--- config.mk ---
export PLATFORM = sky130hd
export DESIGN_NAME = report_trigger_engine
export DESIGN_NICKNAME = d
export VERILOG_FILES = /design/src/rte_pkg.sv /design/src/report_trigger_engine.sv
export SDC_FILE = /design/constraint.sdc
export NUM_CORES = 1
export LEC_CHECK = 0
export BUFFER_PORTS_ARGS = -buffer_cell sky130_fd_sc_hd__buf_2
export CORE_MARGIN = 2
export CORE_UTILIZATION = 35
export CTS_CLUSTER_DIAMETER = 100
export DETAILED_ROUTE_END_ITERATION = 16
export PLACE_DENSITY_LB_ADDON = 0.15
export SYNTH_ARGS = -nofsm -noshare
export SYNTH_HDL_FRONTEND = slang
export SYNTH_SLANG_ARGS = --single-unit
export TNS_END_PERCENT = 20
--- constraint.sdc ---
create_clock -name aclk -period 7.2 [get_ports aclk]
set_input_delay 1.44 -clock aclk [delete_from_list [all_inputs] [get_ports aclk]]
set_output_delay 1.44 -clock aclk [all_outputs]
set_load 0.02 [all_outputs]
--- src/rte_pkg.sv ---
// Package for the report trigger engine: codes, register map, result type, reason table.
package rte_pkg;

    localparam int unsigned DefMaxEntries = 16;
    localparam int unsigned ResultLimit   = 64;
    localparam int unsigned CntW          = 7;
    localparam int unsigned TimeW         = 48;

    localparam logic [1:0] MODE_UPDATE = 2'd0;
    localparam logic [1:0] MODE_TICK   = 2'd1;
    localparam logic [1:0] MODE_GI     = 2'd2;

    localparam logic [1:0] CAUSE_CHANGE    = 2'd0;
    localparam logic [1:0] CAUSE_INTEGRITY = 2'd1;
    localparam logic [1:0] CAUSE_GI        = 2'd2;

    localparam logic [2:0] REG_ENABLE    = 3'd0;
    localparam logic [2:0] REG_OPTIONS   = 3'd1;
    localparam logic [2:0] REG_INTEGRITY = 3'd2;
    localparam logic [2:0] REG_BUFTIME   = 3'd3;
    localparam logic [2:0] REG_COUNT     = 3'd4;
    localparam logic [2:0] REG_REASON    = 3'd5;

    localparam logic [1:0] WHY_NONE    = 2'd0;
    localparam logic [1:0] WHY_QUALITY = 2'd1;
    localparam logic [1:0] WHY_VALUE   = 2'd2;
    localparam logic [1:0] WHY_UPDATED = 2'd3;

    localparam logic [5:0] BIT_VALUE        = 6'd2;
    localparam logic [5:0] BIT_QUALITY      = 6'd4;
    localparam logic [5:0] BIT_UPDATE       = 6'd8;
    localparam logic [5:0] REASON_INTEGRITY = 6'd16;
    localparam logic [5:0] REASON_GI        = 6'd32;

    typedef enum logic [1:0] {
        ST_IDLE,
        ST_HDR,
        ST_SCAN,
        ST_DRAIN
    } rte_state_t;

    typedef struct packed {
        logic [5:0]  reason;
        logic [4:0]  idx;
        logic [47:0] etime;
        logic [15:0] seq;
        logic [1:0]  cause;
        logic        kind;
    } rte_result_t;

    function automatic logic [5:0] change_reason_bits(input logic [1:0] flag);
        logic [5:0] r;
        unique case (flag)
            WHY_NONE:    r = 6'd0;
            WHY_QUALITY: r = BIT_QUALITY;
            WHY_VALUE:   r = BIT_VALUE;
            default:     r = BIT_UPDATE;
        endcase
        return r;
    endfunction

endpackage

--- src/report_trigger_engine.sv ---
// Report trigger engine: event intake, entry flag memory and report sequencer.
//
// Usage: events arrive on the s_ stream (tuser = mode; tdata = entry_index,
// change_reason, now_ms). Value updates and GI requests are absorbed and
// produce nothing. A tick may start up to two reports (GI then integrity,
// or a lone GI, integrity or change report). Each report is a header request
// followed by entry requests on the m_ stream; tlast marks the final request
// caused by the tick. At most 64 requests leave per tick.
// Scan: the sequencer walks the entry flag memory one entry per cycle while
// the holding register can advance; the registered read of the flag memory
// sets this pace.
// One result waits in a holding register so tlast can be set on it; a
// second sits in the output register. When m_tready stays low the sequencer
// holds and s_tready stays low until the tick's requests are all issued.
// Reset clears the control registers and flags; the first enabled tick always
// sends an integrity report when integrity reports are allowed and the period is nonzero.
// Configuration uses the APB port; register i sits at byte address 4*i.
module report_trigger_engine #(
    parameter int unsigned MAX_ENTRIES = rte_pkg::DefMaxEntries
) (
    input  logic        aclk,
    input  logic        aresetn,
    input  logic        s_tvalid,
    output logic        s_tready,
    // [4:0] entry_index, [6:5] change_reason, [54:7] now_ms, [55] zero
    input  logic [55:0] s_tdata,
    // [1:0] mode
    input  logic [1:0]  s_tuser,
    output logic        m_tvalid,
    input  logic        m_tready,
    // [15:0] sequence_number, [63:16] entry_time, [68:64] item_index,
    // [74:69] reason_bits, [79:75] zero
    output logic [79:0] m_tdata,
    // [0] kind, [2:1] cause
    output logic [2:0]  m_tuser,
    output logic        m_tlast,
    input  logic        psel,
    input  logic        penable,
    input  logic        pwrite,
    input  logic [4:0]  paddr,
    input  logic [31:0] pwdata,
    output logic [31:0] prdata,
    output logic        pready
);

    localparam int unsigned AW = (MAX_ENTRIES > 1) ? $clog2(MAX_ENTRIES) : 1;
    localparam logic [4:0] MaxEnt5 = 5'(MAX_ENTRIES);

    // configuration
    logic        enable_reg;
    logic [1:0]  options_reg;
    logic [31:0] period_reg;
    logic [31:0] buftime_reg;
    logic [4:0]  count_reg;
    logic        incl_reason_reg;

    // report state
    logic                     change_pending_reg;
    logic                     gi_pending_reg;
    logic [47:0]              deadline_reg;
    logic [47:0]              next_int_reg;
    logic [15:0]              seq_reg;
    logic [47:0]              toe_reg;
    logic [MAX_ENTRIES-1:0]   flag_valid_reg;
    logic [1:0]               flag_mem [MAX_ENTRIES];

    // sequencer
    rte_pkg::rte_state_t state_reg, state_next;
    logic [1:0]              cause_reg;
    logic                    rem_int_reg;
    logic [rte_pkg::CntW-1:0] cnt_reg;
    logic [4:0]              scan_idx_reg;
    logic [4:0]              p_idx_reg;
    logic                    p_valid_reg;
    logic [1:0]              rd_data_reg;
    logic                    rd_valid_reg;

    logic                    held_valid_reg;
    rte_pkg::rte_result_t    held_reg;
    logic                    m_tvalid_reg;
    logic                    m_tlast_reg;
    rte_pkg::rte_result_t    out_reg;

    // input unpack
    logic [1:0]  in_mode;
    logic [4:0]  in_idx;
    logic [1:0]  in_reason;
    logic [47:0] in_now;
    assign in_mode   = s_tuser;
    assign in_idx    = s_tdata[4:0];
    assign in_reason = s_tdata[6:5];
    assign in_now    = s_tdata[54:7];

    logic [4:0] n_use;
    assign n_use = (count_reg > MaxEnt5) ? MaxEnt5 : count_reg;

    logic in_acc, cfg_wr, can_push, adv;
    assign in_acc   = s_tvalid && s_tready;
    assign cfg_wr   = psel && penable && pwrite && pready;
    assign can_push = !m_tvalid_reg || m_tready;
    assign adv      = !held_valid_reg || can_push;

    logic do_gi, do_int, do_chg, tick_go, upd_ok;
    assign do_gi   = options_reg[1] && gi_pending_reg;
    assign do_int  = options_reg[0] && (period_reg != 32'd0) && (in_now >= next_int_reg);
    assign do_chg  = change_pending_reg && (in_now >= deadline_reg) && !do_gi && !do_int;
    assign tick_go = in_acc && enable_reg && (in_mode == rte_pkg::MODE_TICK)
                     && (do_gi || do_int || do_chg);
    assign upd_ok  = in_acc && enable_reg && (in_mode == rte_pkg::MODE_UPDATE)
                     && (in_idx < n_use);

    logic [1:0] flag_cur;
    assign flag_cur = rd_valid_reg ? rd_data_reg : rte_pkg::WHY_NONE;

    logic [AW-1:0] wr_addr, rd_addr;
    assign wr_addr = in_idx[AW-1:0];
    assign rd_addr = scan_idx_reg[AW-1:0];

    // sequencer control
    logic                 emit_en, rd_en, rpt_end, drain_push, hdr_go, emit_take, push_held;
    rte_pkg::rte_result_t emit_res;
    logic [5:0]           raw_reason;

    always_comb begin
        state_next = state_reg;
        emit_en    = 1'b0;
        emit_res   = '0;
        rd_en      = 1'b0;
        rpt_end    = 1'b0;
        drain_push = 1'b0;
        hdr_go     = 1'b0;
        raw_reason = '0;
        s_tready   = (state_reg == rte_pkg::ST_IDLE);
        unique case (state_reg)
            rte_pkg::ST_IDLE: begin
                if (tick_go) begin
                    state_next = rte_pkg::ST_HDR;
                end
            end
            rte_pkg::ST_HDR: begin
                if (adv) begin
                    hdr_go         = 1'b1;
                    emit_en        = 1'b1;
                    emit_res.kind  = 1'b0;
                    emit_res.cause = cause_reg;
                    emit_res.seq   = seq_reg;
                    emit_res.etime = toe_reg;
                    state_next     = rte_pkg::ST_SCAN;
                end
            end
            rte_pkg::ST_SCAN: begin
                if (adv) begin
                    if (cause_reg == rte_pkg::CAUSE_GI) begin
                        raw_reason = rte_pkg::REASON_GI;
                    end else if (cause_reg == rte_pkg::CAUSE_INTEGRITY) begin
                        raw_reason = rte_pkg::REASON_INTEGRITY;
                    end else begin
                        raw_reason = rte_pkg::change_reason_bits(flag_cur);
                    end
                    if (p_valid_reg && ((cause_reg != rte_pkg::CAUSE_CHANGE)
                                        || (flag_cur != rte_pkg::WHY_NONE))) begin
                        emit_en         = 1'b1;
                        emit_res.kind   = 1'b1;
                        emit_res.cause  = cause_reg;
                        emit_res.seq    = seq_reg;
                        emit_res.etime  = toe_reg;
                        emit_res.idx    = p_idx_reg;
                        emit_res.reason = incl_reason_reg ? raw_reason : 6'd0;
                    end
                    if (scan_idx_reg < n_use) begin
                        rd_en = 1'b1;
                    end else if (!p_valid_reg) begin
                        rpt_end    = 1'b1;
                        state_next = rem_int_reg ? rte_pkg::ST_HDR : rte_pkg::ST_DRAIN;
                    end
                end
            end
            rte_pkg::ST_DRAIN: begin
                if (can_push || !held_valid_reg) begin
                    drain_push = held_valid_reg;
                    state_next = rte_pkg::ST_IDLE;
                end
            end
            default: state_next = rte_pkg::ST_IDLE;
        endcase
    end

    assign emit_take = emit_en && (cnt_reg < rte_pkg::CntW'(rte_pkg::ResultLimit));
    assign push_held = (emit_take && held_valid_reg) || drain_push;

    always_ff @(posedge aclk) begin
        if (!aresetn) begin
            state_reg <= rte_pkg::ST_IDLE;
        end else begin
            state_reg <= state_next;
        end
    end

    always_ff @(posedge aclk) begin
        if (!aresetn) begin
            enable_reg         <= 1'b0;
            options_reg        <= '0;
            period_reg         <= '0;
            buftime_reg        <= '0;
            count_reg          <= 5'd1;
            incl_reason_reg    <= 1'b0;
            change_pending_reg <= 1'b0;
            gi_pending_reg     <= 1'b0;
            deadline_reg       <= '0;
            next_int_reg       <= '0;
            seq_reg            <= '0;
            toe_reg            <= '0;
            flag_valid_reg     <= '0;
            rem_int_reg        <= 1'b0;
            cnt_reg            <= '0;
            p_valid_reg        <= 1'b0;
            held_valid_reg     <= 1'b0;
            m_tvalid_reg       <= 1'b0;
        end else begin
            // event intake
            if (upd_ok) begin
                flag_valid_reg[wr_addr] <= 1'b1;
                if (!change_pending_reg) begin
                    toe_reg      <= in_now;
                    deadline_reg <= 48'(in_now + {16'd0, buftime_reg});
                end
                change_pending_reg <= 1'b1;
            end
            if (in_acc && enable_reg && (in_mode == rte_pkg::MODE_GI)) begin
                gi_pending_reg <= 1'b1;
            end
            if (tick_go) begin
                if (do_gi || do_int) begin
                    toe_reg <= in_now;
                end
                if (do_int) begin
                    next_int_reg <= 48'(in_now + {16'd0, period_reg});
                end
                if (do_gi) begin
                    gi_pending_reg <= 1'b0;
                end
                change_pending_reg <= 1'b0;
                cnt_reg            <= '0;
                rem_int_reg        <= do_gi && do_int;
                cause_reg          <= do_gi  ? rte_pkg::CAUSE_GI :
                                      do_int ? rte_pkg::CAUSE_INTEGRITY :
                                               rte_pkg::CAUSE_CHANGE;
            end

            // scan walk
            if (hdr_go) begin
                scan_idx_reg <= '0;
                p_valid_reg  <= 1'b0;
            end
            if (state_reg == rte_pkg::ST_SCAN && adv) begin
                p_valid_reg <= rd_en;
                if (rd_en) begin
                    p_idx_reg    <= scan_idx_reg;
                    scan_idx_reg <= scan_idx_reg + 5'd1;
                end
            end
            if (rpt_end) begin
                flag_valid_reg <= '0;
                seq_reg        <= seq_reg + 16'd1;
                if (rem_int_reg) begin
                    cause_reg   <= rte_pkg::CAUSE_INTEGRITY;
                    rem_int_reg <= 1'b0;
                end
            end

            // holding and output registers
            if (emit_take) begin
                cnt_reg        <= cnt_reg + 1'b1;
                held_reg       <= emit_res;
                held_valid_reg <= 1'b1;
            end else if (drain_push) begin
                held_valid_reg <= 1'b0;
            end
            if (push_held) begin
                m_tvalid_reg <= 1'b1;
                out_reg      <= held_reg;
                m_tlast_reg  <= drain_push;
            end else if (m_tready) begin
                m_tvalid_reg <= 1'b0;
            end

            // configuration writes
            if (cfg_wr) begin
                unique case (paddr[4:2])
                    rte_pkg::REG_ENABLE: begin
                        enable_reg     <= pwdata[0];
                        flag_valid_reg <= '0;
                        seq_reg        <= '0;
                    end
                    rte_pkg::REG_OPTIONS:   options_reg     <= pwdata[1:0];
                    rte_pkg::REG_INTEGRITY: period_reg      <= pwdata;
                    rte_pkg::REG_BUFTIME:   buftime_reg     <= pwdata;
                    rte_pkg::REG_COUNT:     count_reg       <= pwdata[4:0];
                    rte_pkg::REG_REASON:    incl_reason_reg <= pwdata[0];
                    default: ;
                endcase
            end
        end
    end

    // entry flag memory
    always_ff @(posedge aclk) begin
        if (upd_ok) begin
            flag_mem[wr_addr] <= in_reason;
        end
        if (rd_en) begin
            rd_data_reg  <= flag_mem[rd_addr];
            rd_valid_reg <= flag_valid_reg[rd_addr];
        end
    end

    always_comb begin
        unique case (paddr[4:2])
            rte_pkg::REG_ENABLE:    prdata = {31'd0, enable_reg};
            rte_pkg::REG_OPTIONS:   prdata = {30'd0, options_reg};
            rte_pkg::REG_INTEGRITY: prdata = period_reg;
            rte_pkg::REG_BUFTIME:   prdata = buftime_reg;
            rte_pkg::REG_COUNT:     prdata = {27'd0, count_reg};
            rte_pkg::REG_REASON:    prdata = {31'd0, incl_reason_reg};
            default:                prdata = 32'd0;
        endcase
    end

    assign pready   = 1'b1;
    assign m_tvalid = m_tvalid_reg;
    assign m_tlast  = m_tlast_reg;
    assign m_tdata  = {5'd0, out_reg.reason, out_reg.idx, out_reg.etime, out_reg.seq};
    assign m_tuser  = {out_reg.cause, out_reg.kind};

    a_idle_holds_nothing: assert property (@(posedge aclk) disable iff (!aresetn)
        s_tready |-> !held_valid_reg)
        else $error("holding register busy while accepting events");

    a_result_cap: assert property (@(posedge aclk) disable iff (!aresetn)
        cnt_reg <= rte_pkg::CntW'(rte_pkg::ResultLimit))
        else $error("result count beyond limit");

    a_scan_bound: assert property (@(posedge aclk) disable iff (!aresetn)
        (state_reg == rte_pkg::ST_SCAN) |-> (scan_idx_reg <= n_use))
        else $error("scan index past entries in use");

    a_seq_step: assert property (@(posedge aclk) disable iff (!aresetn)
        ($past(aresetn) && (seq_reg != $past(seq_reg)))
        |-> ((seq_reg == 16'($past(seq_reg) + 16'd1)) || (seq_reg == 16'd0)))
        else $error("sequence number jumped");

endmodule

=== Word level (Yosys, flattened, before mapping) ===
Memory sizes are Yosys's and may differ from the RTL's. A register that Yosys moved wholly into a read port is not among the register bits.
Index checks and enable logic that the tools add are counted.

* Register bits: 434
* Memory bits (writable): 32
* Input bits: 102
* Output and inout port bits: 119
* Logic and storage cells: 210
* Memories kept: 1

{| class="wikitable"
|+ Memory list
! memory !! depth !! bits a word !! rd ports !! clocked after memory_dff !! wr ports !! line !! RTL
|-
| flag_mem || 16 || 2 || 1 || 1 || 1 || report_trigger_engine.sv:65 || <nowiki>logic [1:0] flag_mem [MAX_ENTRIES];</nowiki>
|}

* Add/subtract/negate cells: 5
* Magnitude comparators: 9
* Equality and inequality tests: 20
* Multiplexer cells: 71
* Bitwise gates (word level): 7
* Reduce and logical (&&, ||, !) cells: 59

{| class="wikitable"
|+ Operators by type and width
! operator !! count
|-
| 67-bit two-way mux || 3
|-
| 48-bit two-way mux || 4
|-
| 32-bit case mux with 6 select lines || 1
|-
| 67-bit case mux with 2 select lines || 1
|-
| 16-bit two-way mux || 7
|-
| 48-bit by 32-bit adder with 48-bit output || 2
|-
| 48-bit >= comparator || 2
|-
| 32-bit nonzero test || 1
|-
| 1-bit two-way mux || 30
|-
| 5-bit two-way mux || 5
|-
| 2-bit two-way mux || 12
|-
| 1-bit logical AND || 21
|-
| 2-bit AND reduction || 10
|-
| 16-bit by 1-bit adder with 16-bit output, second input constant || 1
|-
| 16-bit bitwise OR || 1
|-
| 7-bit two-way mux || 2
|-
| 4-bit case mux with 3 select lines || 1
|-
| 2-bit nonzero test || 6
|-
| 2-bit == test, second input constant || 5
|-
| 4-bit by 5-bit < comparator with 1-bit output, second input constant || 2
|-
| 5-bit < comparator || 2
|-
| 2-bit inequality test, second input constant || 5
|-
| 2-bit by 1-bit == test with 1-bit output, second input constant || 4
|-
| 2-bit case mux with 4 select lines || 1
|-
| other kinds (24) || 42
|}

=== Logic depth before layout (Yosys ltp) ===
* Depth after elaboration: 11
* Depth in mapped cells: 14

=== Worst setup path after synthesis ===
OpenSTA, ideal clock, no wires.

* Kind: input-to-reg
* Start point: in m_tready
* End point: reg out_reg, in the netlist m_tdata[0], enable pin
* Library setup time: 515 ps
* Arrival time: 6,067 ps
* Path slack: 618 ps
* Stages on the path: 8
* Buffers on the path: 0
* Cell sequence: nand3b_1 -> nand3_1 -> a21oi_1 -> a21oi_1 -> nor2b_1 -> nor2b_1 -> a21oi_1 -> nor2_1

* Cells in the longest elaborated chain, start to end: 8

{| class="wikitable"
|+ RTL lines
! what !! line !! RTL
|-
| from (decl) || report_trigger_engine.sv:30 || <nowiki>input logic m_tready,</nowiki>
|-
| 1-bit logical OR (*) || report_trigger_engine.sv:100 || <nowiki>assign can_push = !m_tvalid_reg || m_tready;</nowiki>
|-
| 1-bit logical OR (*) || report_trigger_engine.sv:101, report_trigger_engine.sv:179 ||
|-
| 1-bit two-way mux, on equally long branches || report_trigger_engine.sv:152, report_trigger_engine.sv:141 ||
|-
| 1-bit case mux with 2 select lines || report_trigger_engine.sv:134 || <nowiki>unique case (state_reg)</nowiki>
|-
| 1-bit logical AND || report_trigger_engine.sv:188 || <nowiki>assign emit_take = emit_en && (cnt_reg < rte_pkg::CntW'(rte_pkg::ResultLimit));</nowiki>
|-
| 1-bit logical AND || report_trigger_engine.sv:189 || <nowiki>assign push_held = (emit_take && held_valid_reg) || drain_push;</nowiki>
|-
| 1-bit logical OR (*) || report_trigger_engine.sv:189 ||
|-
| 2-bit AND reduction (no line) (*) || - ||
|-
| to (signal assigned) || report_trigger_engine.sv:281 || <nowiki>out_reg <= held_reg;</nowiki>
|-
| to (decl) || report_trigger_engine.sv:82 || <nowiki>rte_pkg::rte_result_t out_reg;</nowiki>
|}

Mark *: on every way between the ends. The rest lies on a longest branch, timed or not.
A chain may end at the register's enable or synchronous reset.

=== Final worst setup path ===
* Start point: in paddr[4]
* End point: out prdata[29]

* Cells in the longest elaborated chain, start to end: 2

{| class="wikitable"
|+ RTL lines
! what !! line !! RTL
|-
| from (decl) || report_trigger_engine.sv:40 || <nowiki>input logic [4:0] paddr,</nowiki>
|-
| 3-bit == test, or another cell as far along || report_trigger_engine.sv:318 || <nowiki>unique case (paddr[4:2])</nowiki>
|-
| 32-bit case mux with 6 select lines (*) || report_trigger_engine.sv:318 ||
|-
| to (decl) || report_trigger_engine.sv:42 || <nowiki>output logic [31:0] prdata,</nowiki>
|}

Marks and branches as above.

==> results.ini <==
[synthesis]
synth_area_sq_mm=0.02352
synth-edff-count=202
yosysSeqAreaShare=0.4825
ys.flop_type=dfxtp_1
syn_avg_cell_area_sq_um=9.741
synth_top_area_share=0.2579
yosysTopAreaCell=edfxtp_1
yosys_warnings=0
async_reset_ff_frac=0
synthCells=2415
ys_ff_latch=466
synthDistinctLibCells=84
synth.area.top_cells=edfxtp_1 (26%), dfxtp_1 (22%), ha_1 (9.5%)

[floorplan]
die_h_microns=263.3
die_w_microns=263.3
row_count=95
die_area_sq_mm=0.06930
core_area_sq_mm=0.06680
ioPinCount=221
start_util=0.3521

[detailed_routing]
drcViolationCount=0
avgViaCountPerCell=5.109
wl_met3_microns=3038
wl_met1_microns=31240
drt_iter0_drc=1226
vias=17932
wl_microns=64590
dr.pass1.iters=5
final_antenna_net_count=0
top_layer=met5
route.detailed.wl_per_inst_microns=18.40
dr_wl_met2_microns=28820

[placed_design]
dpl_worst_slack_ns=1.824
io_buffers=210
dp_hpwl_microns=46800
place.gp.congestion=0.8796
placed_cells=3409
placed_cell_area_sq_mm=0.02543

[clock_tree]
cts_setup_buffers=0
cts_sinks=466
clkLatencyLatePin_ns=0.61
clock_path_buffers=3
htreeDepth=2
postCtsHoldBufs=0
cts_buffers=53
cts_tree=done
path_clk_slew_ns=0.06
cts-root-buf=clkbuf_16
post_cts_resized=0

[power_and_ir_drop]
power.switching_mw=1.367
peakVddDrop_mv=0.1601
pwr-share-comb=0.057
clkPwrFrac=0.477
p_per_area_mw_per_mm2=217.0
p_total_mw=5.918
seq_power_share=0.466
p_leak_nw=9.736
p_int_mw=4.551
switching_share=0.2310

[setup_path]
cp-end-kind=primary output
worst-setup-path-type=primary input to primary output
cp.required_ns=5.76
path_max_fanout=28
cp-start-kind=primary input
rrSetupSlack_ns=2.98
worstPathArrival_ns=3.43

[final_layout]
final_common_cell=nand2_1
largest_reg_flops=77
drive_above_1_share=0.1388
final_area_sq_mm=0.02727
mostFrequentLayoutCells=nand2_1 (314), dfxtp_1 (264), a21oi_1 (221)
finalNetCount=2873
syn_to_final_growth_pct=15.94
instances_no_fill=3510

[outcome]
status=finished, final reports clean

[timing]
skew_ns=0.02317
slew_viol_final=0
rsz0062_at_grt=no
setup_slack_ns=2.333
fmax_mhz=205.5
hold_viol_final=0
period_minus_slack_ns=4.867
finalSetupViolations=0
fin_setup_tns_ns=0
post-route-period-util=0.6760
relSlewSlack=0.2397
worstMarginPinSlew_ns=1.134

[global_route]
grtUsageTotal=0.1836
grt_pass1_vias=17561
antenna_found_initial=5
gr-total-overflow=0
grt_start_max_net_pins=89
grt_pass1_wl_microns=100600

[flow_run]
cap_violations=0

[hold_path]
hold_path_class=flip-flop to flip-flop

-- metal layers --
metal | global-route usage | vias to the layer above
met3 | 0.03133 | 96
li1 | - | 8964
met1 | 0.2579 | 8477
met4 | 0.04710 | 4
met2 | 0.2931 | 391
met5 | 0 | -
-- synth_stat cells, types with 15 or more instances --
| master | instances |
|---|---|
| nand3_1 | 106 |
| a21o_1 | 53 |
| a21oi_1 | 221 |
| inv_1 | 128 |
| and2_1 | 79 |
| mux2i_1 | 37 |
| nand2b_1 | 21 |
| xor2_1 | 46 |
| o21a_1 | 27 |
| mux4_2 | 15 |
| nand2_1 | 314 |
| o21ai_0 | 130 |
| a211oi_1 | 27 |
| and3_1 | 19 |
| a22o_1 | 27 |
| dfxtp_1 | 264 |
| ha_1 | 178 |
| nand4_1 | 30 |
| edfxtp_1 | 202 |
| xnor2_1 | 52 |
| clkbuf_1 | 79 |
| nor3_1 | 25 |
| nor2_1 | 134 |
-- cell families after synthesis --
family | share of synthesized area
AND/OR/NAND/NOR | 0.1612
flip-flops | 0.4825
multiplexers | 0.03074
XOR/XNOR | 0.03649
buffers and inverters | 0.04085
adder cells (fa/ha/maj) | 0.09638
other | 0.0003193
AO/OA/AOI/OAI | 0.1515
-- final timing paths --
path                 from          end  cells after the start
max              paddr[4]   prdata[29]                      5
min          held_reg[23]  m_tdata[20]                      0
max reg2reg  state_reg[0]  m_tdata[38]                     11
min reg2reg  held_reg[23]  m_tdata[20]                      0
-- worst max-delay path, cell delays in order --
cell and delay, ns:
buf_2 0.16, nand2b_1 0.38, nor2_4 0.86, a22o_1 0.37, buf_2 0.20
-- metrics by stage --
step / hold slack [ns] / utilization
after floorplan: 0.4003 / -
after global placement: 0.4041 / 0.3807
after detailed placement: 0.4045 / 0.3807
after CTS: 0.4149 / 0.4082
after global routing: 0.4249 / 0.4083
final: 0.4167 / 0.4083
-- power groups by stage --
stage | Clock [mW] | Sequential [mW] | Combinational (mW)
2_1_floorplan | 0 | 2.81 | 0.208
3_3_place_gp | 0 | 2.81 | 0.331
3_5_place_dp | 0 | 2.81 | 0.337
4_1_cts | 2.90 | 2.76 | 0.338
5_1_grt | 3.00 | 2.76 | 0.377
6_report | 2.82 | 2.76 | 0.339
-- layout make-up --
type | instances | area [sq um]
well taps | 873 | 1092
fillers | 6676 | 39530
multi-input cells | 1714 | 11300
flip-flops and latches | 466 | 11350
repair buffers | 227 | 1206
inverters | 129 | 486.7
clock buffers | 65 | 1453
diodes | 1 | 2.502
clock inverters | 35 | 385.4
Power figures use the tool's default switching activity.
